==> src/hw/rtl/jnfe_pkg.sv <==
package jnfe_pkg;

    // Name store size: bytes kept for the change test
    localparam int NAME_BYTES = 64;
    localparam int ADDR_W     = $clog2(NAME_BYTES);

    // Result queue between the compare stage and the output port
    localparam int FIFO_DEPTH = 8;
    localparam int FIFO_AW    = $clog2(FIFO_DEPTH);

    // Characters the parser looks for
    localparam logic [7:0] CH_QUOTE     = 8'h22;
    localparam logic [7:0] CH_COLON     = 8'h3A;
    localparam logic [7:0] CH_SPACE     = 8'h20;
    localparam logic [7:0] CH_TAB       = 8'h09;
    localparam logic [7:0] CH_BACKSLASH = 8'h5C;

    // Quoted key text: "name"
    localparam int KEY_LEN = 6;
    localparam logic [7:0] KEY_TEXT [KEY_LEN] = '{8'h22, 8'h6E, 8'h61, 8'h6D, 8'h65, 8'h22};

    typedef struct packed {
        logic [7:0] char_byte;
        logic       last_byte;
        logic       empty_frame;
    } t_in;

    typedef struct packed {
        logic [7:0] name_byte;
        logic       is_name_byte;
        logic       frame_end;
        logic [7:0] name_length;
        logic       name_changed;
        logic       name_truncated;
    } t_out;

    typedef enum logic [5:0] {
        PH_KEY   = 6'b000001,
        PH_COLON = 6'b000010,
        PH_SPACE = 6'b000100,
        PH_NAME  = 6'b001000,
        PH_ESC   = 6'b010000,
        PH_DONE  = 6'b100000
    } t_phase;

    // Work handed from the parse stage to the compare stage
    typedef struct packed {
        logic              put;
        logic [7:0]        name_byte;
        logic              wr;
        logic [ADDR_W-1:0] addr;
        logic              cmp;
        logic              frame_end;
        logic [7:0]        length;
        logic              len_diff;
        logic              ovf;
    } t_s1;

endpackage

==> src/hw/rtl/jnfe_ram.sv <==
module jnfe_ram #(
    parameter int WIDTH = 8,
    parameter int DEPTH = 64
) (
    input  logic                     i_clk,
    input  logic                     i_we,
    input  logic [$clog2(DEPTH)-1:0] i_waddr,
    input  logic [WIDTH-1:0]         i_wdata,
    input  logic                     i_re,
    input  logic [$clog2(DEPTH)-1:0] i_raddr,
    output logic [WIDTH-1:0]         o_rdata
);

    logic [WIDTH-1:0] r_mem [DEPTH];
    logic [WIDTH-1:0] r_rdata;

    always_ff @(posedge i_clk) begin
        if (i_we) begin
            r_mem[i_waddr] <= i_wdata;
        end
        if (i_re) begin
            r_rdata <= r_mem[i_raddr];
        end
    end

    assign o_rdata = r_rdata;

endmodule

==> src/hw/rtl/json_name_field_extractor.sv <==
// Extracts the value of the first "name" key from a byte stream of JSON
// text, one byte per request, frames delimited by last_byte. Every name byte
// is delivered as its own result, and each frame closes with one summary
// result carrying the saturated length, a changed flag against the previous
// frame's name, and a truncation flag. One input request is taken per clock
// cycle while o_ready is high; results leave at one per cycle while i_ready is
// high, so a frame-closing request releasing a trailing name byte uses two
// output slots. A request's results are registered in the parse stage,
// alongside the registered name-store read, then written to the result queue.
// The first NAME_BYTES name bytes are kept in a single-port-write, one-read
// store; a small result queue absorbs output stalls and ready drops when the
// queue could not take the stage in flight plus two more results.
module json_name_field_extractor (
    input  logic              i_clk,
    input  logic              i_rst_n,
    input  logic              i_valid,
    output logic              o_ready,
    input  jnfe_pkg::t_in     i_data,
    output logic              o_valid,
    input  logic              i_ready,
    output jnfe_pkg::t_out    o_data
);

    // ---------------- parse stage state ----------------
    jnfe_pkg::t_phase r_phase, n_phase;
    logic [2:0]       r_kcnt, n_kcnt;
    logic [7:0]       r_new_len;
    logic [7:0]       r_stored_len;
    logic             r_ovf;

    // ---------------- compare stage state ----------------
    logic             r_s1_valid;
    jnfe_pkg::t_s1    r_s1, n_s1;
    logic             r_mism;

    // ---------------- result queue ----------------
    jnfe_pkg::t_out                r_fifo [jnfe_pkg::FIFO_DEPTH];
    logic [jnfe_pkg::FIFO_AW-1:0]  r_wr_ptr, r_rd_ptr;
    logic [jnfe_pkg::FIFO_AW:0]    r_count;

    logic              accept;
    logic              pop;
    logic              take_put;
    logic              put;
    logic [7:0]        put_byte;
    logic              sat;
    logic              in_buf;
    logic [7:0]        len_after;
    logic              ovf_after;
    logic [7:0]        rdata;
    logic              mism_now;
    logic              changed;
    logic [1:0]        push_cnt;
    logic [jnfe_pkg::FIFO_AW-1:0] wr_ptr_nxt;
    logic [jnfe_pkg::FIFO_AW+1:0] credit;
    jnfe_pkg::t_out    byte_res;
    jnfe_pkg::t_out    end_res;

    // Ready while the queue can hold the stage in flight plus two more results
    assign credit  = {1'b0, r_count} + (jnfe_pkg::FIFO_AW + 2)'({r_s1_valid, 1'b0})
                     + (jnfe_pkg::FIFO_AW + 2)'(2);
    assign o_ready = (credit <= (jnfe_pkg::FIFO_AW + 2)'(jnfe_pkg::FIFO_DEPTH));
    assign accept  = i_valid & o_ready;

    // Parser next state for one byte
    always_comb begin
        n_phase  = r_phase;
        n_kcnt   = r_kcnt;
        take_put = 1'b0;
        if (!i_data.empty_frame) begin
            case (r_phase)
                jnfe_pkg::PH_KEY: begin
                    if (i_data.char_byte == jnfe_pkg::KEY_TEXT[r_kcnt]) begin
                        if (r_kcnt == 3'(jnfe_pkg::KEY_LEN - 1)) begin
                            n_kcnt  = 3'd0;
                            n_phase = jnfe_pkg::PH_COLON;
                        end else begin
                            n_kcnt = r_kcnt + 3'd1;
                        end
                    end else begin
                        n_kcnt = (i_data.char_byte == jnfe_pkg::CH_QUOTE) ? 3'd1 : 3'd0;
                    end
                end
                jnfe_pkg::PH_COLON: begin
                    if (i_data.char_byte == jnfe_pkg::CH_COLON) begin
                        n_phase = jnfe_pkg::PH_SPACE;
                    end
                end
                jnfe_pkg::PH_SPACE: begin
                    if (i_data.char_byte == jnfe_pkg::CH_QUOTE) begin
                        n_phase = jnfe_pkg::PH_NAME;
                    end else if (i_data.char_byte != jnfe_pkg::CH_SPACE &&
                                 i_data.char_byte != jnfe_pkg::CH_TAB) begin
                        n_phase = jnfe_pkg::PH_DONE;
                    end
                end
                jnfe_pkg::PH_NAME: begin
                    if (i_data.char_byte == jnfe_pkg::CH_BACKSLASH) begin
                        n_phase = jnfe_pkg::PH_ESC;
                    end else if (i_data.char_byte == jnfe_pkg::CH_QUOTE) begin
                        n_phase = jnfe_pkg::PH_DONE;
                    end else begin
                        take_put = 1'b1;
                    end
                end
                jnfe_pkg::PH_ESC: begin
                    take_put = 1'b1;
                    n_phase  = jnfe_pkg::PH_NAME;
                end
                default: begin
                end
            endcase
        end
    end

    // Name byte for this request: a parsed one, or a pending backslash at frame end
    assign put      = take_put | (i_data.last_byte & (n_phase == jnfe_pkg::PH_ESC));
    assign put_byte = take_put ? i_data.char_byte : jnfe_pkg::CH_BACKSLASH;
    assign sat      = (r_new_len == 8'hFF);
    assign in_buf   = ({1'b0, r_new_len} < 9'(jnfe_pkg::NAME_BYTES));
    assign len_after = (put && !sat) ? (r_new_len + 8'd1) : r_new_len;
    assign ovf_after = r_ovf | (put & (sat | ~in_buf));

    // Work for the compare stage
    always_comb begin
        n_s1.put       = put;
        n_s1.name_byte = put_byte;
        n_s1.wr        = put & ~sat & in_buf;
        n_s1.addr      = r_new_len[jnfe_pkg::ADDR_W-1:0];
        n_s1.cmp       = put & ~sat & in_buf & (r_new_len < r_stored_len);
        n_s1.frame_end = i_data.last_byte;
        n_s1.length    = len_after;
        n_s1.len_diff  = (len_after != r_stored_len);
        n_s1.ovf       = ovf_after;
    end

    // Parse stage registers
    always_ff @(posedge i_clk) begin
        if (!i_rst_n) begin
            r_phase      <= jnfe_pkg::PH_KEY;
            r_kcnt       <= 3'd0;
            r_new_len    <= 8'd0;
            r_stored_len <= 8'd0;
            r_ovf        <= 1'b0;
        end else if (accept) begin
            if (i_data.last_byte) begin
                r_phase      <= jnfe_pkg::PH_KEY;
                r_kcnt       <= 3'd0;
                r_new_len    <= 8'd0;
                r_stored_len <= len_after;
                r_ovf        <= 1'b0;
            end else begin
                r_phase   <= n_phase;
                r_kcnt    <= n_kcnt;
                r_new_len <= len_after;
                r_ovf     <= ovf_after;
            end
        end
    end

    always_ff @(posedge i_clk) begin
        if (!i_rst_n) begin
            r_s1_valid <= 1'b0;
        end else begin
            r_s1_valid <= accept;
        end
    end

    always_ff @(posedge i_clk) begin
        if (accept) begin
            r_s1 <= n_s1;
        end
    end

    // Name store: read old byte in the parse stage, write new byte after compare.
    // Consecutive name bytes of one frame use consecutive entries, so their read and write never collide.
    jnfe_ram #(
        .WIDTH (8),
        .DEPTH (jnfe_pkg::NAME_BYTES)
    ) u_store (
        .i_clk   (i_clk),
        .i_we    (r_s1_valid & r_s1.wr),
        .i_waddr (r_s1.addr),
        .i_wdata (r_s1.name_byte),
        .i_re    (accept & n_s1.cmp),
        .i_raddr (n_s1.addr),
        .o_rdata (rdata)
    );

    // Compare stage
    assign mism_now = r_s1.cmp & (rdata != r_s1.name_byte);
    assign changed  = r_mism | mism_now | r_s1.len_diff;

    always_ff @(posedge i_clk) begin
        if (!i_rst_n) begin
            r_mism <= 1'b0;
        end else if (r_s1_valid) begin
            if (r_s1.frame_end) begin
                r_mism <= 1'b0;
            end else if (mism_now) begin
                r_mism <= 1'b1;
            end
        end
    end

    always_comb begin
        byte_res                = '0;
        byte_res.name_byte      = r_s1.name_byte;
        byte_res.is_name_byte   = 1'b1;
        end_res                 = '0;
        end_res.frame_end       = 1'b1;
        end_res.name_length     = r_s1.length;
        end_res.name_changed    = changed;
        end_res.name_truncated  = r_s1.ovf;
    end

    // Result queue
    assign push_cnt   = r_s1_valid ? ({1'b0, r_s1.put} + {1'b0, r_s1.frame_end}) : 2'd0;
    assign wr_ptr_nxt = r_wr_ptr + jnfe_pkg::FIFO_AW'(1);
    assign pop        = o_valid & i_ready;

    always_ff @(posedge i_clk) begin
        if (r_s1_valid) begin
            if (r_s1.put) begin
                r_fifo[r_wr_ptr] <= byte_res;
                if (r_s1.frame_end) begin
                    r_fifo[wr_ptr_nxt] <= end_res;
                end
            end else if (r_s1.frame_end) begin
                r_fifo[r_wr_ptr] <= end_res;
            end
        end
    end

    always_ff @(posedge i_clk) begin
        if (!i_rst_n) begin
            r_wr_ptr <= '0;
            r_rd_ptr <= '0;
            r_count  <= '0;
        end else begin
            r_wr_ptr <= r_wr_ptr + jnfe_pkg::FIFO_AW'(push_cnt);
            if (pop) begin
                r_rd_ptr <= r_rd_ptr + jnfe_pkg::FIFO_AW'(1);
            end
            r_count <= r_count + (jnfe_pkg::FIFO_AW + 1)'(push_cnt)
                       - (jnfe_pkg::FIFO_AW + 1)'(pop);
        end
    end

    assign o_valid = (r_count != '0);
    assign o_data  = r_fifo[r_rd_ptr];

endmodule
==> config.mk <==
export PLATFORM = sky130hd
export DESIGN_NAME = json_name_field_extractor
export DESIGN_NICKNAME = d
export VERILOG_FILES = /design/src/hw/rtl/jnfe_pkg.sv /design/src/hw/rtl/jnfe_ram.sv /design/src/hw/rtl/json_name_field_extractor.sv
export SDC_FILE = /design/constraint.sdc
export NUM_CORES = 1
export LEC_CHECK = 0
export ABC_AREA = 1
export BUFFER_PORTS_ARGS = -buffer_cell sky130_fd_sc_hd__buf_4
export CAP_MARGIN = 25
export CELL_PAD_IN_SITES_DETAIL_PLACEMENT = 1
export CELL_PAD_IN_SITES_GLOBAL_PLACEMENT = 1
export CORE_MARGIN = 10
export CORE_UTILIZATION = 51
export CTS_CLUSTER_DIAMETER = 40
export CTS_CLUSTER_SIZE = 40
export DETAILED_ROUTE_END_ITERATION = 7
export GPL_TIMING_DRIVEN = 0
export PLACE_DENSITY_LB_ADDON = 0.1
export REMOVE_ABC_BUFFERS = 1
export SLEW_MARGIN = 20
export SYNTH_ARGS = -nofsm -noshare
export SYNTH_HDL_FRONTEND = slang
export SYNTH_SLANG_ARGS = --single-unit
==> constraint.sdc <==
create_clock -name i_clk -period 4.3 [get_ports i_clk]
set_input_delay 0.645 -clock i_clk [delete_from_list [all_inputs] [get_ports i_clk]]
set_output_delay 0.645 -clock i_clk [all_outputs]
set_load 0.05 [all_outputs]
==> insert_results.sql, run 1 <==
INSERT INTO impl_metrics (metric_group, metric, value, unit) VALUES
('clock_network', 'cts_made_buffers', '112', ''),
('yosys', 'ys_ff_latch', '749', ''),
('placed_design', 'dp_worst_setup_slack', '0.0794', 'ns'),
('clock_network', 'clkLatencyLatePin', '0.67', 'ns'),
('timing', 'fin_crit_sh', '0.935', ''),
('timing', 'hold_ws', '0.267', 'ns'),
('routing', 'vias_per_cell', '6.11', ''),
('clock_network', 'clk_slew_on_worst_s_h_paths', '0.06', 'ns'),
('die', 'die_outline_area', '71600', 'um^2'),
('cells_and_area', 'area_delta_synth_final', '17.7', '%'),
('cells_and_area', 'num_antenna_cells', '0', ''),
('timing', 'finalSetupViolations', '0', ''),
('cells_and_area', 'instances_no_fill', '3765', ''),
('timing', 'number_of_pins_with_negative_max_slew_slack_in_the_final_report', '0', ''),
('routing', 'detail_route.iter0.violations', '2187', ''),
('cells_and_area', 'design_area', '36800', 'um^2'),
('die', 'width_of_the_chip', '268', 'um'),
('timing', 'layout_min_cycle_time', '4.02', 'ns'),
('yosys', 'synth_cells', '2846', ''),
('die', 'core_area', '60600', 'um^2'),
('timing', 'finalHoldViolCount', '0', ''),
('routing', 'drc_errors', '0', ''),
('critical_path', 'criticalPathCategory', 'register to register', ''),
('yosys', 'syn-cell-area', '31300', 'um^2'),
('grt', 'globalRouteTotalUtil', '0.261', ''),
('cells_and_area', 'fillerInstances', '6198', ''),
('grt', 'number_of_antenna_violations_at_the_first_check_in_global_routing', '1', ''),
('placed_design', 'placed_area', '32700', 'um^2'),
('timing', 'achievable-frequency', '249', 'MHz'),
('placed_design', 'place.detailed.hpwl', '56.9', 'mm'),
('yosys', 'count_of_flip_flops_with_a_built_in_enable_after_synthesis', '628', ''),
('routing', 'drtAntennaViolNets', '0', ''),
('yosys', 'synth.lib_cells_used.distinct', '47', ''),
('routing', 'sum_of_routed_wire_length_over_all_layers', '94.6', 'mm'),
('die', 'die_height', '268', 'um'),
('timing', 'max_slew.worst_pin.slew', '0.989', 'ns'),
('yosys', 'yosys_warnings', '0', ''),
('yosys', 'async_reset_ff_frac', '0', ''),
('clock_network', 'clock-root-buffer', 'clkbuf_16', ''),
('critical_path', 'data_arrival_time_at_the_worst_slack_endpoint', '4.52', 'ns'),
('die', 'start_util', '0.516', ''),
('critical_path', 'worstPathMaxFanout', '15', ''),
('clock_network', 'cts_sinks', '749', ''),
('cells_and_area', 'layout.nets', '2926', ''),
('timing', 'postLayoutSetupSlackWorst', '0.277', 'ns'),
('die', 'placement_rows', '90', ''),
('grt', 'grt_first_pass_wirelength', '144', 'mm'),
('placed_design', 'gpl.final_weighted_congestion', '0.835', ''),
('clock_network', 'clock_tree.buffer_depth', '3', ''),
('routing', 'detail_route.wl_per_cell', '25.1', 'um'),
('cells_and_area', 'final_layout_size_suffix_gt1_frac', '0.110', ''),
('die', 'top_ports', '36', ''),
('run_status', 'status', 'completed', ''),
('routing', 'first_pass_iters', '5', ''),
('hold_path', 'min-delay-path-class', 'input pin to register', ''),
('timing', 'setup_total_neg_slack', '0', 'ns'),
('clock_network', 'h-tree-depth', '3', ''),
('timing', 'clock-skew-final', '0.0282', 'ns'),
('yosys', 'synth.yosys.seq_area_share', '0.680', ''),
('yosys', 'synth_area_per_cell', '11.0', 'um^2'),
('placed_design', 'io_buffer_count', '35', ''),
('grt', 'grt_overflow', '0', ''),
('placed_design', 'placed_instances', '3550', ''),
('yosys', 'yosys_most_used_dff', 'edfxtp_1', ''),
('job', 'max_cap_viol_count', '0', ''),
('critical_path', 'end_kind', 'register', ''),
('critical_path', 'startpoint_type', 'register', ''),
('grt', 'first_global_vias', '24200', ''),
('pwr', 'vdd.ir_drop.worst', '0.389', 'mV'),
('pwr', 'power-per-cell-area', '559', 'nW/um^2'),
('timing', 'rsz_0062_raised_after_global_routing', 'yes', ''),
('clock_network', 'clock_tree_from_tritoncts', 'built', ''),
('pwr', 'p_leak', '13.0', 'nW'),
('timing', 'slew_headroom', '0.338', ''),
('grt', 'grt_start_max_net_pins', '108', ''),
('routing', 'route.vias.total', '23000', ''),
('critical_path', 'critPathRequiredTime', '4.80', 'ns');
[worst paths after layout]
kind / endpoint / cells past startpoint / from / slack, ns
max: r_fifo[6][0] / 10 / r_s1[27] / 0.28
min: r_count[0] / 3 / i_rst_n / 0.27
max reg2reg: r_fifo[6][0] / 10 / r_s1[27] / 0.28
min reg2reg: r_fifo[5][17] / 2 / r_fifo[5][17] / 0.46
[power by group]
| group | internal (mW) | switching (mW) | leakage (nW) | total, mW |
|---|---|---|---|---|
| Clock | 6.04 | 3.64 | 1.93 | 9.68 |
| Combinational | 0.700 | 1.80 | 4.35 | 2.50 |
| Sequential | 8.22 | 0.192 | 6.74 | 8.41 |
[critical path, stage by stage, from the launching register on]
cell and delay (ns):
edfxtp_1 0.41, inv_1 0.10, ha_1 0.16, nand2_1 0.45, o21ai_0 0.46, nand2_1 0.26, nor2_2 0.59, inv_1 0.30
o21ai_0 0.38, clkinv_1 0.47, nor2_1 0.26
[layout by cell type (no fill, tap or decap), types with 23 or more instances in the layout]
master       n
ha_1        24
clkbuf_16  114
o22ai_1     98
buf_8       23
o211ai_1    28
nand2_1    205
a21oi_1    110
o21ai_0    459
o221ai_1    55
dfxtp_1    115
nor2_1     615
edfxtp_1   628
buf_4       38
nand3_1     82
inv_1      138
[per-stage QoR]
step	power, mW	util
3_3_place_gp	10.8	0.526
5_1_grt	21.2	0.607
4_1_cts	20.6	0.606
3_5_place_dp	11.0	0.540
6_report	20.6	0.607
2_1_floorplan	10.0	-
[cells by family (layout without fill, tap and decap cells)]
kind of cell             after synthesis  count (layout)  synth area share
multiplexers                           1               1          0.000320
flip-flops                           749             749             0.680
adder cells (fa/ha/maj)               26              26            0.0109
buffers and inverters                313             450            0.0388
AO/OA/AOI/OAI                        784             784             0.141
AND/OR/NAND/NOR                      956             956             0.124
XOR/XNOR                              17              17           0.00476
[area by class of cell]
| class | count | area [um^2] | area share |
|---|---|---|---|
| Clock buffer | 121 | 2880 | 0.0782 |
| Clock inverter | 90 | 1150 | 0.0312 |
| Inverter | 157 | 607 | 0.0165 |
| Multi-Input combinational cell | 1784 | 8810 | 0.239 |
| Sequential cell | 749 | 21300 | 0.579 |
| Tap cell | 782 | 978 | 0.0266 |
| Timing Repair Buffer | 82 | 1080 | 0.0295 |
[per-layer routing]
metal / track usage / part of all wire / vias up
met5: 0 / 0 / -
met4: 0.0808 / 0.025 / 0
met3: 0.0436 / 0.062 / 191
met2: 0.438 / 0.49 / 777
met1: 0.342 / 0.42 / 11700
li1: - / - / 10300
[state kept, by name, indices dropped and copies added, names as in the netlist, named ones only]
register         cells
byte_res             8
r_s1                11
r_rd_ptr             3
u_store.r_mem      512
r_phase              6
u_store.o_rdata      8
r_s1_valid           1
r_new_len            8
r_count              4
r_stored_len         8
r_wr_ptr             3
r_ovf                1
end_res              9
r_mism               1
r_fifo             160
r_kcnt               3
[cell usage after synthesis (all sizes together) (2+ instances only)]
library cell	n	area, um^2
edfxtp	628	18900
nor2	625	2370
o21ai	460	2300
nand2	218	876
clkbuf	150	583
inv	144	541
dfxtp	121	2420
a21oi	111	559
o22ai	98	613
nand3	88	485
o221ai	55	482
o211ai	28	210
ha	24	300
a31oi	21	131
clkinv	13	48.8
nand4	9	56.3
xnor2	9	78.8
xor2	8	70.1
buf	6	40.0
nor3	5	25.0
a211oi	4	30.0
nand3b	3	22.5
or2	3	18.8
a21boi	2	15.0
fa	2	40.0
nor3b	2	15.0
nor4	2	12.5
[repair_timing]
action | CTS | global route
hold buffers | 0 | 0
resized for setup | 1 | 4
buffers inserted | 0 | 1
pin swaps | 0 | 0
endpoints found under the hold margin | 0 | 0
endpoints found under the setup margin | 8 | 31
No activity file was read; power rests on OpenSTA's default activity.
==> run 2: changes to the inputs <==
--- a/config.mk
+++ b/config.mk
@@ -18,6 +18,7 @@
 export GPL_TIMING_DRIVEN = 0
 export PLACE_DENSITY_LB_ADDON = 0.1
 export REMOVE_ABC_BUFFERS = 1
+export SETUP_SLACK_MARGIN = 0.5
 export SLEW_MARGIN = 20
 export SYNTH_ARGS = -nofsm -noshare
 export SYNTH_HDL_FRONTEND = slang
==> insert_results.sql, run 2 (synthesis gave the netlist of run 1 again) <==
INSERT INTO impl_metrics (metric_group, metric, value, unit) VALUES
('cells_and_area', 'num_antenna_cells', '0', ''),
('grt', 'grt_first_pass_wirelength', '144', 'mm'),
('critical_path', 'startpoint_type', 'register', ''),
('timing', 'fin_crit_sh', '0.829', ''),
('pwr', 'netSwitchingPower', '5.64', 'mW'),
('die', 'top_ports', '36', ''),
('timing', 'achievable-frequency', '280', 'MHz'),
('critical_path', 'data_arrival_time_at_the_worst_slack_endpoint', '3.96', 'ns'),
('clock_network', 'clock_tree.buffer_depth', '3', ''),
('routing', 'detail_route.iter0.violations', '2022', ''),
('timing', 'hold_ws', '0.271', 'ns'),
('critical_path', 'criticalPathCategory', 'register to register', ''),
('pwr', 'p_seq_frac', '0.408', ''),
('die', 'width_of_the_chip', '268', 'um'),
('routing', 'detail_route.wl_per_cell', '25.3', 'um'),
('timing', 'clock-skew-final', '0.0285', 'ns'),
('grt', 'first_global_vias', '24300', ''),
('clock_network', 'clock_tree_from_tritoncts', 'built', ''),
('cells_and_area', 'largest_register_ff_count', '512', ''),
('critical_path', 'end_kind', 'register', ''),
('critical_path', 'critical_path_cell_by_cell', 'buf_12, buf_16, clkinv_8, buf_16, o21ai_0, o22ai_1, o21ai_0, o22ai_1, a21oi_1, o211ai_1', ''),
('cells_and_area', 'design_area', '36900', 'um^2'),
('critical_path', 'slowest_cell_delay_on_critical_path', '0.60', 'ns'),
('routing', 'route.vias.total', '23000', ''),
('placed_design', 'place.detailed.hpwl', '56.9', 'mm'),
('grt', 'grt_overflow', '0', ''),
('die', 'start_util', '0.516', ''),
('placed_design', 'gpl.final_weighted_congestion', '0.835', ''),
('clock_network', 'cts_made_buffers', '112', ''),
('grt', 'grt_start_max_net_pins', '108', ''),
('pwr', 'power-per-cell-area', '558', 'nW/um^2'),
('timing', 'rsz_0062_raised_after_global_routing', 'no', ''),
('placed_design', 'io_buffer_count', '35', ''),
('timing', 'slew_headroom', '0.331', ''),
('clock_network', 'cts_sinks', '749', ''),
('routing', 'first_pass_iters', '7', ''),
('critical_path', 'worstPathMaxFanout', '107', ''),
('die', 'die_height', '268', 'um'),
('die', 'placement_rows', '90', ''),
('cells_and_area', 'layout.nets', '2927', ''),
('grt', 'globalRouteTotalUtil', '0.262', ''),
('pwr', 'p_leak', '13.0', 'nW'),
('pwr', 'combinationalPowerShare', '0.122', ''),
('critical_path', 'critPathRequiredTime', '4.70', 'ns'),
('critical_path', 'critical-path-top-delay-family', 'compound AO/OA/AOI/OAI gates', ''),
('cells_and_area', 'largest_registers', 'u_store.r_mem: 512 flops, r_fifo: 160 flops, r_s1: 11 flops', ''),
('critical_path', 'slowest_stage', 'dfxtp_4', ''),
('cells_and_area', 'largest_register', 'u_store.r_mem', ''),
('timing', 'layout_min_cycle_time', '3.57', 'ns'),
('clock_network', 'clk_slew_on_worst_s_h_paths', '0.06', 'ns'),
('routing', 'sum_of_routed_wire_length_over_all_layers', '95.2', 'mm'),
('placed_design', 'placed_area', '32700', 'um^2'),
('pwr', 'pwr-share-clk', '0.470', ''),
('critical_path', 'critical_path_buf_inv_count', '4', ''),
('clock_network', 'h-tree-depth', '3', ''),
('cells_and_area', 'final_common_cell', 'edfxtp_1', ''),
('cells_and_area', 'final_layout_size_suffix_gt1_frac', '0.114', ''),
('timing', 'finalSetupViolations', '0', ''),
('routing', 'vias_per_cell', '6.11', ''),
('cells_and_area', 'area_delta_synth_final', '18.0', '%'),
('cells_and_area', 'layout.cells.most_common_list', 'edfxtp_1, nor2_1, o21ai_0', ''),
('cells_and_area', 'fillerInstances', '6200', ''),
('hold_path', 'min-delay-path-class', 'input pin to register', ''),
('die', 'die_outline_area', '71600', 'um^2'),
('clock_network', 'clkLatencyLatePin', '0.67', 'ns'),
('job', 'max_cap_viol_count', '0', ''),
('run_status', 'status', 'completed', ''),
('pwr', 'vdd.ir_drop.worst', '0.389', 'mV'),
('routing', 'drtAntennaViolNets', '0', ''),
('timing', 'finalHoldViolCount', '0', ''),
('pwr', 'power_report.internal_total', '15.0', 'mW'),
('clock_network', 'clock-root-buffer', 'clkbuf_16', ''),
('timing', 'number_of_pins_with_negative_max_slew_slack_in_the_final_report', '0', ''),
('die', 'core_area', '60600', 'um^2'),
('cells_and_area', 'final_core_utilization', '0.609', ''),
('grt', 'number_of_antenna_violations_at_the_first_check_in_global_routing', '1', ''),
('routing', 'drc_errors', '0', ''),
('pwr', 'power.switching_fraction', '0.274', ''),
('timing', 'max_slew.worst_pin.slew', '0.999', 'ns');
-- run 2: area by class of cell --
type                    count  area, um^2  share of cell area
flip-flops and latches    749       21300               0.577
multi-input cells        1784        8840               0.240
inverters                 157         617              0.0167
repair buffers             83        1130              0.0306
clock buffers             121        2880              0.0780
well taps                 782         978              0.0265
clock inverters            90        1150              0.0311
-- run 2: layer usage --
metal	global-route usage	part of all wire	vias up
li1	-	-	10300
met1	0.343	0.42	11700
met2	0.439	0.49	773
met3	0.0443	0.062	184
met4	0.0832	0.026	0
met5	0	0	-
-- run 2: repair_timing --
item | in CTS | in global routing
setup endpoints to repair | 120 | 185
setup buffers | 1 | 1
hold buffers | 0 | 0
resized for setup | 4 | 18
cloned | 0 | 1
-- run 2: tightest hold or removal path, stage by stage --
cell and delay (ns):
buf_4 0.17, nand2_1 0.07, inv_1 0.04
-- run 2: path summary, 6_finish.rpt --
kind                       from                  to  slack (ns)  cells past startpoint
setup / recovery   r_new_len[0]  u_store.o_rdata[1]        0.73                     10
hold / removal          i_rst_n          r_count[0]        0.27                      3
setup reg to reg   r_new_len[0]  u_store.o_rdata[1]        0.73                     10
hold reg to reg   r_fifo[0][10]       r_fifo[0][10]        0.46                      2
-- run 2: metrics by stage --
step,setup WS (ns),power [mW],setup TNS [ns],cells
floorplan,-6.64,10.0,-217.94,2690
CTS,0.326,20.6,0,3762
global route,0.520,21.3,0,3766
global placement,-13.84,10.8,-533.47,3507
finish,0.734,20.6,0,3766
detailed placement,0.0794,11.0,0,3550
-- run 2: power groups by stage --
stage	registers (mW)	logic [mW]	clock network [mW]
after global routing	8.43	2.73	10.1
final	8.41	2.51	9.68
after CTS	8.41	2.50	9.74
after global placement	8.79	2.05	0
after detailed placement	8.55	2.47	0
after floorplan	8.59	1.43	0
